File: src/design/bqs_pkg.sv
package bqs_pkg;

    localparam int SAMPLE_W = 24;
    localparam int COEF_W   = 18;
    localparam int MCOEF_W  = COEF_W + 1;
    localparam int PROD_W   = 43;
    localparam int ACC_W    = 46;
    localparam int ADDR_W   = 6;
    localparam int DATA_W   = 64;
    localparam int BPK_W    = 3 * COEF_W;
    localparam int APK_W    = 2 * COEF_W;

    typedef enum logic [2:0] {
        REG_FILTER_ENABLE = 3'd0,
        REG_COUPLING_MODE = 3'd1,
        REG_CPL_B         = 3'd2,
        REG_CPL_A         = 3'd3,
        REG_LP_B          = 3'd4,
        REG_LP_A          = 3'd5,
        REG_HP_B          = 3'd6,
        REG_HP_A          = 3'd7
    } reg_idx_t;

    typedef enum logic [1:0] {
        STG_CPL = 2'd0,
        STG_LP  = 2'd1,
        STG_HP  = 2'd2
    } stage_t;

    typedef enum logic [1:0] {
        ST_IDLE = 2'd0,
        ST_RUN  = 2'd1,
        ST_OUT  = 2'd2
    } state_t;

    typedef enum logic [2:0] {
        TAP_B0      = 3'd0,
        TAP_B1      = 3'd1,
        TAP_B2      = 3'd2,
        TAP_A1      = 3'd3,
        TAP_A2      = 3'd4,
        TAP_DRAIN   = 3'd5,
        TAP_CAPTURE = 3'd6
    } tap_t;

    // Index 0 is the coupling stage, 1 lowpass, 2 highpass.
    typedef struct packed {
        logic                  filter_enable;
        logic                  coupling_mode;
        logic [2:0][BPK_W-1:0] b_coefs;
        logic [2:0][APK_W-1:0] a_coefs;
    } cfg_t;

    typedef struct packed {
        logic                      valid;
        logic                      first;
        logic signed [MCOEF_W-1:0] coef;
        logic signed [SAMPLE_W-1:0] data;
    } mac_op_t;

    function automatic logic signed [MCOEF_W-1:0] coef_b(
        input logic [BPK_W-1:0] w,
        input logic [1:0]       k
    );
        logic [COEF_W-1:0] c;
        c = w[COEF_W*k +: COEF_W];
        return {c[COEF_W-1], c};
    endfunction

    // Feedback coefficients are negated so the unit only ever adds.
    function automatic logic signed [MCOEF_W-1:0] coef_a_neg(
        input logic [APK_W-1:0] w,
        input logic             k
    );
        logic [COEF_W-1:0] c;
        c = w[COEF_W*k +: COEF_W];
        return -$signed({c[COEF_W-1], c});
    endfunction

endpackage

File: src/design/biquad_lowpass_highpass_split.sv
// Two-way crossover: each request carries one signed Q1.23 sample; the result
// carries the lowpass and highpass outputs, each rounded and saturated to 24 bits.
// All products (fifteen with the coupling stage on, ten with it off) go through one
// 19x24 multiplier and one 46-bit accumulator. Each biquad steps through five products,
// a drain of the product register and a capture of the rounded result; with bypass
// the sample is ready the next cycle. The block takes no new request until the
// result has been taken.
module biquad_lowpass_highpass_split (
    input  logic                                clk,
    input  logic                                rst_n,
    input  logic                                in_valid,
    output logic                                in_stall,
    input  logic signed [bqs_pkg::SAMPLE_W-1:0] sample_in,
    output logic                                out_valid,
    input  logic                                out_stall,
    output logic signed [bqs_pkg::SAMPLE_W-1:0] low_out,
    output logic signed [bqs_pkg::SAMPLE_W-1:0] high_out,
    input  logic                                psel,
    input  logic                                penable,
    input  logic                                pwrite,
    input  logic [bqs_pkg::ADDR_W-1:0]          paddr,
    input  logic [bqs_pkg::DATA_W-1:0]          pwdata,
    output logic [bqs_pkg::DATA_W-1:0]          prdata,
    output logic                                pready
);

    bqs_pkg::cfg_t    cfg;
    bqs_pkg::mac_op_t mac_op;
    logic signed [bqs_pkg::SAMPLE_W-1:0] mac_result;

    bqs_pkg::state_t  state_reg, state_next;
    bqs_pkg::stage_t  stage_reg, stage_next;
    bqs_pkg::tap_t    tap_reg, tap_next;

    // Per stage: x[n-1], x[n-2], y[n-1], y[n-2].
    logic signed [bqs_pkg::SAMPLE_W-1:0] hist_reg [0:2][0:3];
    logic signed [bqs_pkg::SAMPLE_W-1:0] x_reg;
    logic signed [bqs_pkg::SAMPLE_W-1:0] t_reg;
    logic signed [bqs_pkg::SAMPLE_W-1:0] low_reg;
    logic signed [bqs_pkg::SAMPLE_W-1:0] high_reg;
    logic signed [bqs_pkg::SAMPLE_W-1:0] x_stage;
    logic [1:0]                          sidx;
    logic [bqs_pkg::BPK_W-1:0]           b_word;
    logic [bqs_pkg::APK_W-1:0]           a_word;
    logic                                in_accept;
    logic                                capture;

    bqs_regs u_regs (
        .clk     (clk),
        .rst_n   (rst_n),
        .psel    (psel),
        .penable (penable),
        .pwrite  (pwrite),
        .paddr   (paddr),
        .pwdata  (pwdata),
        .prdata  (prdata),
        .pready  (pready),
        .cfg     (cfg)
    );

    bqs_mac u_mac (
        .clk    (clk),
        .rst_n  (rst_n),
        .op     (mac_op),
        .result (mac_result)
    );

    assign in_stall  = (state_reg != bqs_pkg::ST_IDLE);
    assign out_valid = (state_reg == bqs_pkg::ST_OUT);
    assign low_out   = low_reg;
    assign high_out  = high_reg;
    assign in_accept = in_valid && !in_stall;
    assign capture   = (state_reg == bqs_pkg::ST_RUN) && (tap_reg == bqs_pkg::TAP_CAPTURE);

    assign sidx    = 2'(stage_reg);
    assign b_word  = cfg.b_coefs[sidx];
    assign a_word  = cfg.a_coefs[sidx];
    assign x_stage = (stage_reg == bqs_pkg::STG_CPL) ? x_reg : t_reg;

    always_ff @(posedge clk or negedge rst_n)
    begin
        if (!rst_n)
        begin
            state_reg <= bqs_pkg::ST_IDLE;
            stage_reg <= bqs_pkg::STG_CPL;
            tap_reg   <= bqs_pkg::TAP_B0;
        end
        else
        begin
            state_reg <= state_next;
            stage_reg <= stage_next;
            tap_reg   <= tap_next;
        end
    end

    always_comb
    begin
        state_next = state_reg;
        stage_next = stage_reg;
        tap_next   = tap_reg;
        mac_op     = '0;
        case (state_reg)
            bqs_pkg::ST_IDLE:
            begin
                if (in_valid)
                begin
                    tap_next = bqs_pkg::TAP_B0;
                    if (!cfg.filter_enable)
                    begin
                        state_next = bqs_pkg::ST_OUT;
                    end
                    else
                    begin
                        state_next = bqs_pkg::ST_RUN;
                        stage_next = cfg.coupling_mode ? bqs_pkg::STG_CPL : bqs_pkg::STG_LP;
                    end
                end
            end
            bqs_pkg::ST_RUN:
            begin
                tap_next = bqs_pkg::tap_t'(tap_reg + 3'd1);
                case (tap_reg)
                    bqs_pkg::TAP_B0:
                    begin
                        mac_op.valid = 1'b1;
                        mac_op.first = 1'b1;
                        mac_op.coef  = bqs_pkg::coef_b(b_word, 2'd0);
                        mac_op.data  = x_stage;
                    end
                    bqs_pkg::TAP_B1:
                    begin
                        mac_op.valid = 1'b1;
                        mac_op.coef  = bqs_pkg::coef_b(b_word, 2'd1);
                        mac_op.data  = hist_reg[sidx][0];
                    end
                    bqs_pkg::TAP_B2:
                    begin
                        mac_op.valid = 1'b1;
                        mac_op.coef  = bqs_pkg::coef_b(b_word, 2'd2);
                        mac_op.data  = hist_reg[sidx][1];
                    end
                    bqs_pkg::TAP_A1:
                    begin
                        mac_op.valid = 1'b1;
                        mac_op.coef  = bqs_pkg::coef_a_neg(a_word, 1'b0);
                        mac_op.data  = hist_reg[sidx][2];
                    end
                    bqs_pkg::TAP_A2:
                    begin
                        mac_op.valid = 1'b1;
                        mac_op.coef  = bqs_pkg::coef_a_neg(a_word, 1'b1);
                        mac_op.data  = hist_reg[sidx][3];
                    end
                    bqs_pkg::TAP_DRAIN: ;
                    bqs_pkg::TAP_CAPTURE:
                    begin
                        tap_next = bqs_pkg::TAP_B0;
                        case (stage_reg)
                            bqs_pkg::STG_CPL: stage_next = bqs_pkg::STG_LP;
                            bqs_pkg::STG_LP:  stage_next = bqs_pkg::STG_HP;
                            default:          state_next = bqs_pkg::ST_OUT;
                        endcase
                    end
                    default: tap_next = bqs_pkg::TAP_B0;
                endcase
            end
            bqs_pkg::ST_OUT:
            begin
                if (!out_stall)
                begin
                    state_next = bqs_pkg::ST_IDLE;
                end
            end
            default: state_next = bqs_pkg::ST_IDLE;
        endcase
    end

    always_ff @(posedge clk or negedge rst_n)
    begin
        if (!rst_n)
        begin
            for (int s = 0; s < 3; s++)
            begin
                for (int k = 0; k < 4; k++)
                begin
                    hist_reg[s][k] <= '0;
                end
            end
        end
        else if (capture)
        begin
            hist_reg[sidx][1] <= hist_reg[sidx][0];
            hist_reg[sidx][0] <= x_stage;
            hist_reg[sidx][3] <= hist_reg[sidx][2];
            hist_reg[sidx][2] <= mac_result;
        end
    end

    always_ff @(posedge clk)
    begin
        if (in_accept)
        begin
            x_reg    <= sample_in;
            t_reg    <= sample_in;
            low_reg  <= sample_in;
            high_reg <= sample_in;
        end
        else if (capture)
        begin
            case (stage_reg)
                bqs_pkg::STG_CPL: t_reg    <= mac_result;
                bqs_pkg::STG_LP:  low_reg  <= mac_result;
                default:          high_reg <= mac_result;
            endcase
        end
    end

    // No new request may be taken while a result is still on offer.
    assert property (@(posedge clk) disable iff (!rst_n)
        out_valid |-> in_stall)
        else $error("request taken while result pending");

    // The multiplier is only issued while a filter pass is running.
    assert property (@(posedge clk) disable iff (!rst_n)
        mac_op.valid |-> (state_reg == bqs_pkg::ST_RUN))
        else $error("multiply issued outside a filter pass");

    // A bypassed sample shows up on both outputs in the next cycle.
    assert property (@(posedge clk) disable iff (!rst_n)
        (in_accept && !cfg.filter_enable) |=>
            (out_valid && (low_out == $past(sample_in)) && (high_out == $past(sample_in))))
        else $error("bypass result wrong");

    // History only moves during a capture step.
    assert property (@(posedge clk) disable iff (!rst_n)
        !capture |=> $stable(hist_reg[0][2]) && $stable(hist_reg[1][2])
            && $stable(hist_reg[2][2]))
        else $error("history changed outside a capture step");

endmodule

File: src/design/bqs_regs.sv
module bqs_regs (
    input  logic                       clk,
    input  logic                       rst_n,
    input  logic                       psel,
    input  logic                       penable,
    input  logic                       pwrite,
    input  logic [bqs_pkg::ADDR_W-1:0] paddr,
    input  logic [bqs_pkg::DATA_W-1:0] pwdata,
    output logic [bqs_pkg::DATA_W-1:0] prdata,
    output logic                       pready,
    output bqs_pkg::cfg_t              cfg
);

    bqs_pkg::cfg_t      cfg_reg;
    bqs_pkg::reg_idx_t  idx;
    logic               wr_en;

    assign idx    = bqs_pkg::reg_idx_t'(paddr[5:3]);
    assign wr_en  = psel && penable && pwrite;
    assign pready = 1'b1;
    assign cfg    = cfg_reg;

    always_ff @(posedge clk or negedge rst_n)
    begin
        if (!rst_n)
        begin
            cfg_reg.filter_enable <= 1'b0;
            cfg_reg.coupling_mode <= 1'b1;
            cfg_reg.b_coefs       <= '0;
            cfg_reg.a_coefs       <= '0;
        end
        else if (wr_en)
        begin
            case (idx)
                bqs_pkg::REG_FILTER_ENABLE: cfg_reg.filter_enable <= pwdata[0];
                bqs_pkg::REG_COUPLING_MODE: cfg_reg.coupling_mode <= pwdata[0];
                bqs_pkg::REG_CPL_B: cfg_reg.b_coefs[0] <= pwdata[bqs_pkg::BPK_W-1:0];
                bqs_pkg::REG_CPL_A: cfg_reg.a_coefs[0] <= pwdata[bqs_pkg::APK_W-1:0];
                bqs_pkg::REG_LP_B:  cfg_reg.b_coefs[1] <= pwdata[bqs_pkg::BPK_W-1:0];
                bqs_pkg::REG_LP_A:  cfg_reg.a_coefs[1] <= pwdata[bqs_pkg::APK_W-1:0];
                bqs_pkg::REG_HP_B:  cfg_reg.b_coefs[2] <= pwdata[bqs_pkg::BPK_W-1:0];
                bqs_pkg::REG_HP_A:  cfg_reg.a_coefs[2] <= pwdata[bqs_pkg::APK_W-1:0];
                default: ;
            endcase
        end
    end

    always_comb
    begin
        prdata = '0;
        case (idx)
            bqs_pkg::REG_FILTER_ENABLE: prdata[0] = cfg_reg.filter_enable;
            bqs_pkg::REG_COUPLING_MODE: prdata[0] = cfg_reg.coupling_mode;
            bqs_pkg::REG_CPL_B: prdata[bqs_pkg::BPK_W-1:0] = cfg_reg.b_coefs[0];
            bqs_pkg::REG_CPL_A: prdata[bqs_pkg::APK_W-1:0] = cfg_reg.a_coefs[0];
            bqs_pkg::REG_LP_B:  prdata[bqs_pkg::BPK_W-1:0] = cfg_reg.b_coefs[1];
            bqs_pkg::REG_LP_A:  prdata[bqs_pkg::APK_W-1:0] = cfg_reg.a_coefs[1];
            bqs_pkg::REG_HP_B:  prdata[bqs_pkg::BPK_W-1:0] = cfg_reg.b_coefs[2];
            bqs_pkg::REG_HP_A:  prdata[bqs_pkg::APK_W-1:0] = cfg_reg.a_coefs[2];
            default: prdata = '0;
        endcase
    end

endmodule

File: src/design/bqs_mac.sv
module bqs_mac (
    input  logic                                clk,
    input  logic                                rst_n,
    input  bqs_pkg::mac_op_t                    op,
    output logic signed [bqs_pkg::SAMPLE_W-1:0] result
);

    localparam logic signed [bqs_pkg::SAMPLE_W-1:0] SMAX = {1'b0, {(bqs_pkg::SAMPLE_W-1){1'b1}}};
    localparam logic signed [bqs_pkg::SAMPLE_W-1:0] SMIN = {1'b1, {(bqs_pkg::SAMPLE_W-1){1'b0}}};
    localparam int RND_W = bqs_pkg::ACC_W + 1;
    localparam int SH_W  = RND_W - 16;

    logic signed [bqs_pkg::PROD_W-1:0] prod_reg;
    logic signed [bqs_pkg::PROD_W-1:0] prod_next;
    logic                              pvld_reg;
    logic                              pfirst_reg;
    logic signed [bqs_pkg::ACC_W-1:0]  acc_reg;
    logic signed [RND_W-1:0]           rnd;
    logic signed [SH_W-1:0]            shifted;

    assign prod_next = op.coef * op.data;

    always_ff @(posedge clk or negedge rst_n)
    begin
        if (!rst_n)
        begin
            pvld_reg   <= 1'b0;
            pfirst_reg <= 1'b0;
        end
        else
        begin
            pvld_reg   <= op.valid;
            pfirst_reg <= op.first;
        end
    end

    always_ff @(posedge clk)
    begin
        if (op.valid)
        begin
            prod_reg <= prod_next;
        end
        if (pvld_reg)
        begin
            if (pfirst_reg)
            begin
                acc_reg <= bqs_pkg::ACC_W'(prod_reg);
            end
            else
            begin
                acc_reg <= acc_reg + bqs_pkg::ACC_W'(prod_reg);
            end
        end
    end

    // Round half up from Q.39 to Q1.23, then clip to the sample range.
    assign rnd     = RND_W'(acc_reg) + RND_W'(32768);
    assign shifted = SH_W'(rnd >>> 16);

    always_comb
    begin
        if (shifted > SH_W'(SMAX))
        begin
            result = SMAX;
        end
        else if (shifted < SH_W'(SMIN))
        begin
            result = SMIN;
        end
        else
        begin
            result = bqs_pkg::SAMPLE_W'(shifted);
        end
    end

endmodule

File: config.mk
export PLATFORM = sky130hd
export DESIGN_NAME = biquad_lowpass_highpass_split
export DESIGN_NICKNAME = d
export VERILOG_FILES = /design/src/design/bqs_pkg.sv /design/src/design/biquad_lowpass_highpass_split.sv /design/src/design/bqs_regs.sv /design/src/design/bqs_mac.sv
export SDC_FILE = /design/constraint.sdc
export NUM_CORES = 2
export LEC_CHECK = 0
export BUFFER_PORTS_ARGS = -buffer_cell sky130_fd_sc_hd__buf_2
export CORE_MARGIN = 4
export CORE_UTILIZATION = 45
export DETAILED_ROUTE_END_ITERATION = 10
export MAX_ROUTING_LAYER = met4
export PLACE_DENSITY = 0.64
export SLEW_MARGIN = 10
export SYNTH_ARGS = -nofsm -noshare
export SYNTH_HDL_FRONTEND = slang
export SYNTH_HIERARCHICAL = 1
export SYNTH_SLANG_ARGS = --single-unit
File: constraint.sdc
create_clock -name clk -period 15.7 [get_ports clk]
set_clock_uncertainty 0.2 [all_clocks]
set_input_delay 0.785 -clock clk [delete_from_list [all_inputs] [get_ports clk]]
set_output_delay 0.785 -clock clk [all_outputs]
set_load 0.02 [all_outputs]
-- After elaboration in Yosys (flattened, before gate mapping)
Cells that the tools add are included.
- flip-flop bits (word level): 754
- word-level logic and storage cells: 152
- output and inout port bits: 115
- input bits: 101
- $lt $le $gt $ge: 5
- bitwise operators: 1
- multiply operators: 1
- eq/ne operators: 23
- mux-type cells: 54
- add/sub/neg operators: 5
- reduce and logical (&&, ||, !) cells: 32
- operators with widths (kind ; number):
    $bwmux W288 ; 4
    $demux W96 S2 ; 4
    $mux W24 ; 13
    $mux W96 ; 3
    $pmux W43 S5 ; 1
    $pmux W35 S6 ; 1
    $bmux W96 S2 ; 1
    $bmux W54 S2 ; 1
    $bmux W36 S2 ; 1
    $mux W72 ; 1
    $mux W54 ; 1
    $pmux W18 S3 ; 1
    $mux W48 ; 1
    $add A46 B17 Y47 const B ; 1
    $add A46 B43 Y46 ; 1
    $mux W46 ; 1
    $mux W45 ; 1
    $mul A19 B24 Y43 ; 1
    $neg A18 Y19 ; 2
    $mux W36 ; 1
    $gt A31 B24 Y1 const B ; 1
    $lt A31 B24 Y1 const B ; 1
    $reduce_and A2 Y1 ; 12
    $eq A3 B3 Y1 const B ; 7
    29 further kinds ; 59

-- Logic depth before layout (Yosys ltp)
- word-level depth: 9
- gate-level depth with buffers: 39
- gate-level depth less buffers: 33

-- By module
The synthesis kept the hierarchy.
- by module, submodules not included (module ; cells an instance ; area an instance (µm²) ; times used ; seq. area each (µm²)):
    bqs_mac ; 2436 ; 22604.2 ; 1 ; 2722.6
    biquad_lowpass_highpass_split ; 2070 ; 19924.1 ; 1 ; 10264.8
    bqs_regs ; 882 ; 13115.1 ; 1 ; 6807.8

-- Worst setup path before layout
Ideal clock, no wire load.
- kind: register -> register
- start: register tap_reg[2]
- end: register u_mac/prod_reg[41] (netlist bit), data pin
- setup time: 262 ps
- buffers on the path: 5
- required time: 15238 ps
- cell stages (with the launch flop): 31
- period minus slack after synthesis: 8754 ps
- setup slack: 6946 ps
- arrival: 8292 ps
- path through: dfrtp_1 -> clkbuf_1 -> inv_1 -> ha_1 -> clkbuf_1 -> o41ai_1 -> clkbuf_1 -> a21oi_1 -> clkbuf_1 -> and2_1 -> fa_1 -> inv_1 -> fa_1 -> fa_1 -> inv_1 -> fa_1 -> fa_1 -> fa_1 -> fa_1 -> ha_1 -> clkbuf_1 -> a21o_1 -> a21o_1 -> a21oi_1 -> o21ai_0 -> a211o_1 -> a31oi_1 -> o21ai_0 -> nor3b_1 -> o31ai_1 -> xnor2_1
- RTL lines (element ; line ; text):
    start: declaration ; biquad_lowpass_highpass_split.sv:33 ; bqs_pkg::tap_t tap_reg, tap_next;
    start signal: assignment ; biquad_lowpass_highpass_split.sv:86 ; tap_reg <= bqs_pkg::TAP_B0;
    start signal: assignment ; biquad_lowpass_highpass_split.sv:92 ; tap_reg <= tap_next;
    end signal: assignment ; bqs_mac.sv:41 ; prod_reg <= prod_next;
    end: declaration ; bqs_mac.sv:13 ; logic signed [bqs_pkg::PROD_W-1:0] prod_reg;

==> results by group <==
Layout
  • Post-layout util: 0.496
  • Max reg flops: 288
  • Share of cells above drive strength 1: 0.153
  • NumNets Final: 6163
  • Post-Layout Inst Area: 0.0606 mm^2
  • Fillers: 11231
  • P&R area growth vs syn: 8.96%

Global routing
  • First-pass GRT wire length: 239 mm
  • GR Util met2: 0.386
  • GR Layer Usage met3: 0.0327
  • Largest net degree at the start of global routing: 170
  • Grt met1 use: 0.314
  • GR peak layer: met2
  • GR Overflow Total: 0
  • Total track usage: 0.237
  • Vias in the first global route: 41101
  • Initial antenna violation count: 7

Place
  • Port Buf Inserts: about 190
  • Placer Congestion: about 0.9
  • Final HPWL DP: 104 mm
  • Placed instance area: 0.0577 mm^2

Die
  • Starting density of the core: 0.455
  • # IOs: 216
  • Die extent in y: 360 um
  • Core area: 0.122 mm^2
  • DIE WIDTH: roughly 360 um
  • Row Count: 128
  • Die area: 0.129 mm^2

Clock network
  • Post-CTS Hold Buffers: 0
  • Num CTS Buffers: 85
  • CTS tree: done
  • Worst-case clock buffer depth: 3
  • Clock Latency Late Sink: 0.68 ns
  • Clk sinks: 754
  • Post-CTS resize count: 0
  • Clk slew on worst S/H paths: around 0.060 ns
  • H-tree depth: 3
  • Root Driver: clkbuf_16
  • Setup bufs post-CTS: 0

Route
  • First DRT Iteration DRCs: between 3000 and 4000
  • Vias: between 30000 and 40000
  • Drt drc: 0
  • Pre-antenna DRT Iters: 8
  • WL per Instance: roughly 21 um
  • Antenna Nets Post-Route: 0
  • Vias/cell: 5.59
  • Post-Route WL: 148 mm

Flow run
  • Max-cap violation count: 0

STA
  • RSZ-0062 raised after global routing: false
  • Slew headroom: 0.118
  • Fin. Hold Viols: 0
  • Final Cycle Share: 0.720
  • Setup tns final: 0 ns
  • Final Slew Violations: 0
  • Max Clock Freq: about 90 MHz
  • Slew @ Worst Pin: 1.31 ns
  • Final min period: roughly 11 ns
  • Endpoints failing setup: 0

Synth
  • Syn Inst Count: between 5000 and 6000
  • Post-synth cell types: between 80 and 90
  • Number of synthesized flops with an enable pin: 185
  • Register area share after synthesis: 0.356
  • Area leader, netlist: dfrtp_1
  • YS warnings: 6
  • Synth Flop Type: dfrtp_1
  • Mapped cell area: 0.0556 mm^2
  • Top-area cell type share of the netlist area: 0.255
  • Yosys reg bits: around 750
  • Synth top area cells: dfrtp_1 26%, fa_1 16%, edfxtp_1 10%, mux2_2 5.2%, mux2i_1 5.1%
  • Syn avg cell area: roughly 10 um^2
  • Fraction of registers with async set or reset after synthesis: 0.755

Power and ir drop
  • Sequential power share: 0.336
  • Peak VDD IR: 134 uV
  • Power density over cell area: 135 mW/mm^2
  • Sw frac: 0.409
  • Leak: 0.0280 uW
  • Sw Pwr: 3360 uW
  • Combinational power share: 0.415
  • Cell Int Power: roughly 4800 uW
  • Clock power frac: 0.248

Setup path
  • Critical Path Sink Type: flip-flop
  • Crit path launch type: flip-flop
  • Worst path max stage delay: 0.88 ns
  • CP most frequent cell: fa_1
  • FF-to-FF End: u_mac/prod_reg[41]
  • Reg2reg start: sidx[0]
  • Crit path kind: reg -> reg
  • Worst Reg-to-Reg Cells: 30
  • Flop2flop setup slack: approximately 4.4 ns
  • Worst path arrival time: 11.53 ns
  • Critical path fanouts, max: 99
  • Max stage delay cell, worst path: nor2b_4
  • CP Data Required Time: 15.92 ns

Outcome
  • Outcome: finished clean

Min path
  • HP Class: in -> async
## how the worst max path moves through the flow
stage | from | endpoint | slack [ns]
final | sidx[0] | u_mac/prod_reg[41] | 4.39
after global routing | sidx[0] | u_mac/prod_reg[41] | 3.78
after CTS | sidx[0] | u_mac/prod_reg[41] | 4.46
after detailed placement | sidx[0] | u_mac/prod_reg[41] | 4.51
after global placement | sidx[1] | u_mac/prod_reg[41] | 4.57
after floorplan | tap_reg[2] | u_mac/prod_reg[41] | 6.95
## kinds of logic after synthesis
family | count (synthesis) | synth area share
AO/OA/AOI/OAI | 964 | 0.104
other | 2 | 0.000135
flip-flops | 754 | 0.356
XOR/XNOR | 137 | 0.0216
buffers and inverters | 795 | 0.0633
multiplexers | 649 | 0.133
AND/OR/NAND/NOR | 1456 | 0.120
adder cells (fa/ha/maj) | 631 | 0.203
## layout make-up
class	instances	area [um^2]	share of cell area
diodes	7	17.5	0.000289
clock buffers	118	2440	0.0403
clock inverters	37	429	0.00708
inverters	467	1770	0.0291
multi-input cells	3848	32500	0.536
flip-flops and latches	754	19800	0.327
well taps	1625	2030	0.0335
repair buffers	275	1660	0.0274
## Yosys cell counts, types with 31 or more instances
cell,instances
a21o_1,46
a21oi_1,378
a22oi_1,31
and2_1,213
buf_2,73
buf_4,31
clkbuf_1,176
dfrtp_1,568
edfxtp_1,185
fa_1,455
ha_1,176
inv_1,463
mux2_2,257
mux2_4,100
mux2i_1,284
nand2_1,668
nand3_1,41
nor2_1,369
o21ai_0,294
xnor2_1,82
xor2_1,55
## layout by cell type, fill, tap and decap left out, drive strengths merged, types with 12 or more instances in the layout
cell type  Yosys  routed
and3          16      16
o221a         13      13
a211oi        13      13
and2         216     216
nand2b        19      19
nor3          21      21
dfrtp        568     568
mux2         361     361
a21o          46      46
nand2        669     669
o2bb2ai       24      24
o22a          26      26
nor2b         23      23
o22ai         20      20
a221oi        12      12
ha           176     176
nand4         25      25
a21oi        379     379
clkbuf       176     118
edfxtp       185     185
clkinv         4      24
o21ai        294     294
xor2          55      55
fa           455     455
mux2i        284     284
nor2         376     376
inv          463     473
a22oi         31      31
o21bai        17      17
nand3         41      41
buf          152     275
nor4          17      17
xnor2         82      82
## through the flow
step	worst slack, ns	power [uW]	hold slack (ns)	instances
finish	4.39	8200	0.0135	7131
global route	3.78	8660	0.0649	7130
CTS	4.46	8230	0.0355	7124
detailed placement	4.51	6170	0.263	6969
global placement	4.57	6130	0.258	6969
floorplan	6.95	5020	0.246	5397
## power by group through the flow
stage / clock network [uW] / logic, uW / registers [uW]
2_1_floorplan: 0 / 2300 / 2730
3_3_place_gp: 0 / 3350 / 2780
3_5_place_dp: 0 / 3380 / 2790
4_1_cts: 2070 / 3400 / 2760
5_1_grt: 2160 / 3700 / 2800
6_report: 2040 / 3410 / 2760
## worst max-delay path: cells and delay by family, from the launching register on
| family | cells | cell delay [ns] |
|---|---|---|
| and+or+nand+nor | 5 | 1.88 |
| DFF | 1 | 0.80 |
| xor gates and xnor gates | 1 | 0.10 |
| buffers and inverters | 4 | 1.42 |
| adders and majority gates | 9 | 3.68 |
| AOI/OAI and AO/OA | 11 | 2.87 |
## layer usage
metal / wire [um] / up-vias
met5: 0 / -
met4: 3370 / 0
met3: 8360 / 214
met2: 71900 / 1060
met1: 64800 / 20454
li1: - / 18139
(Power assumes the default switching activity.)
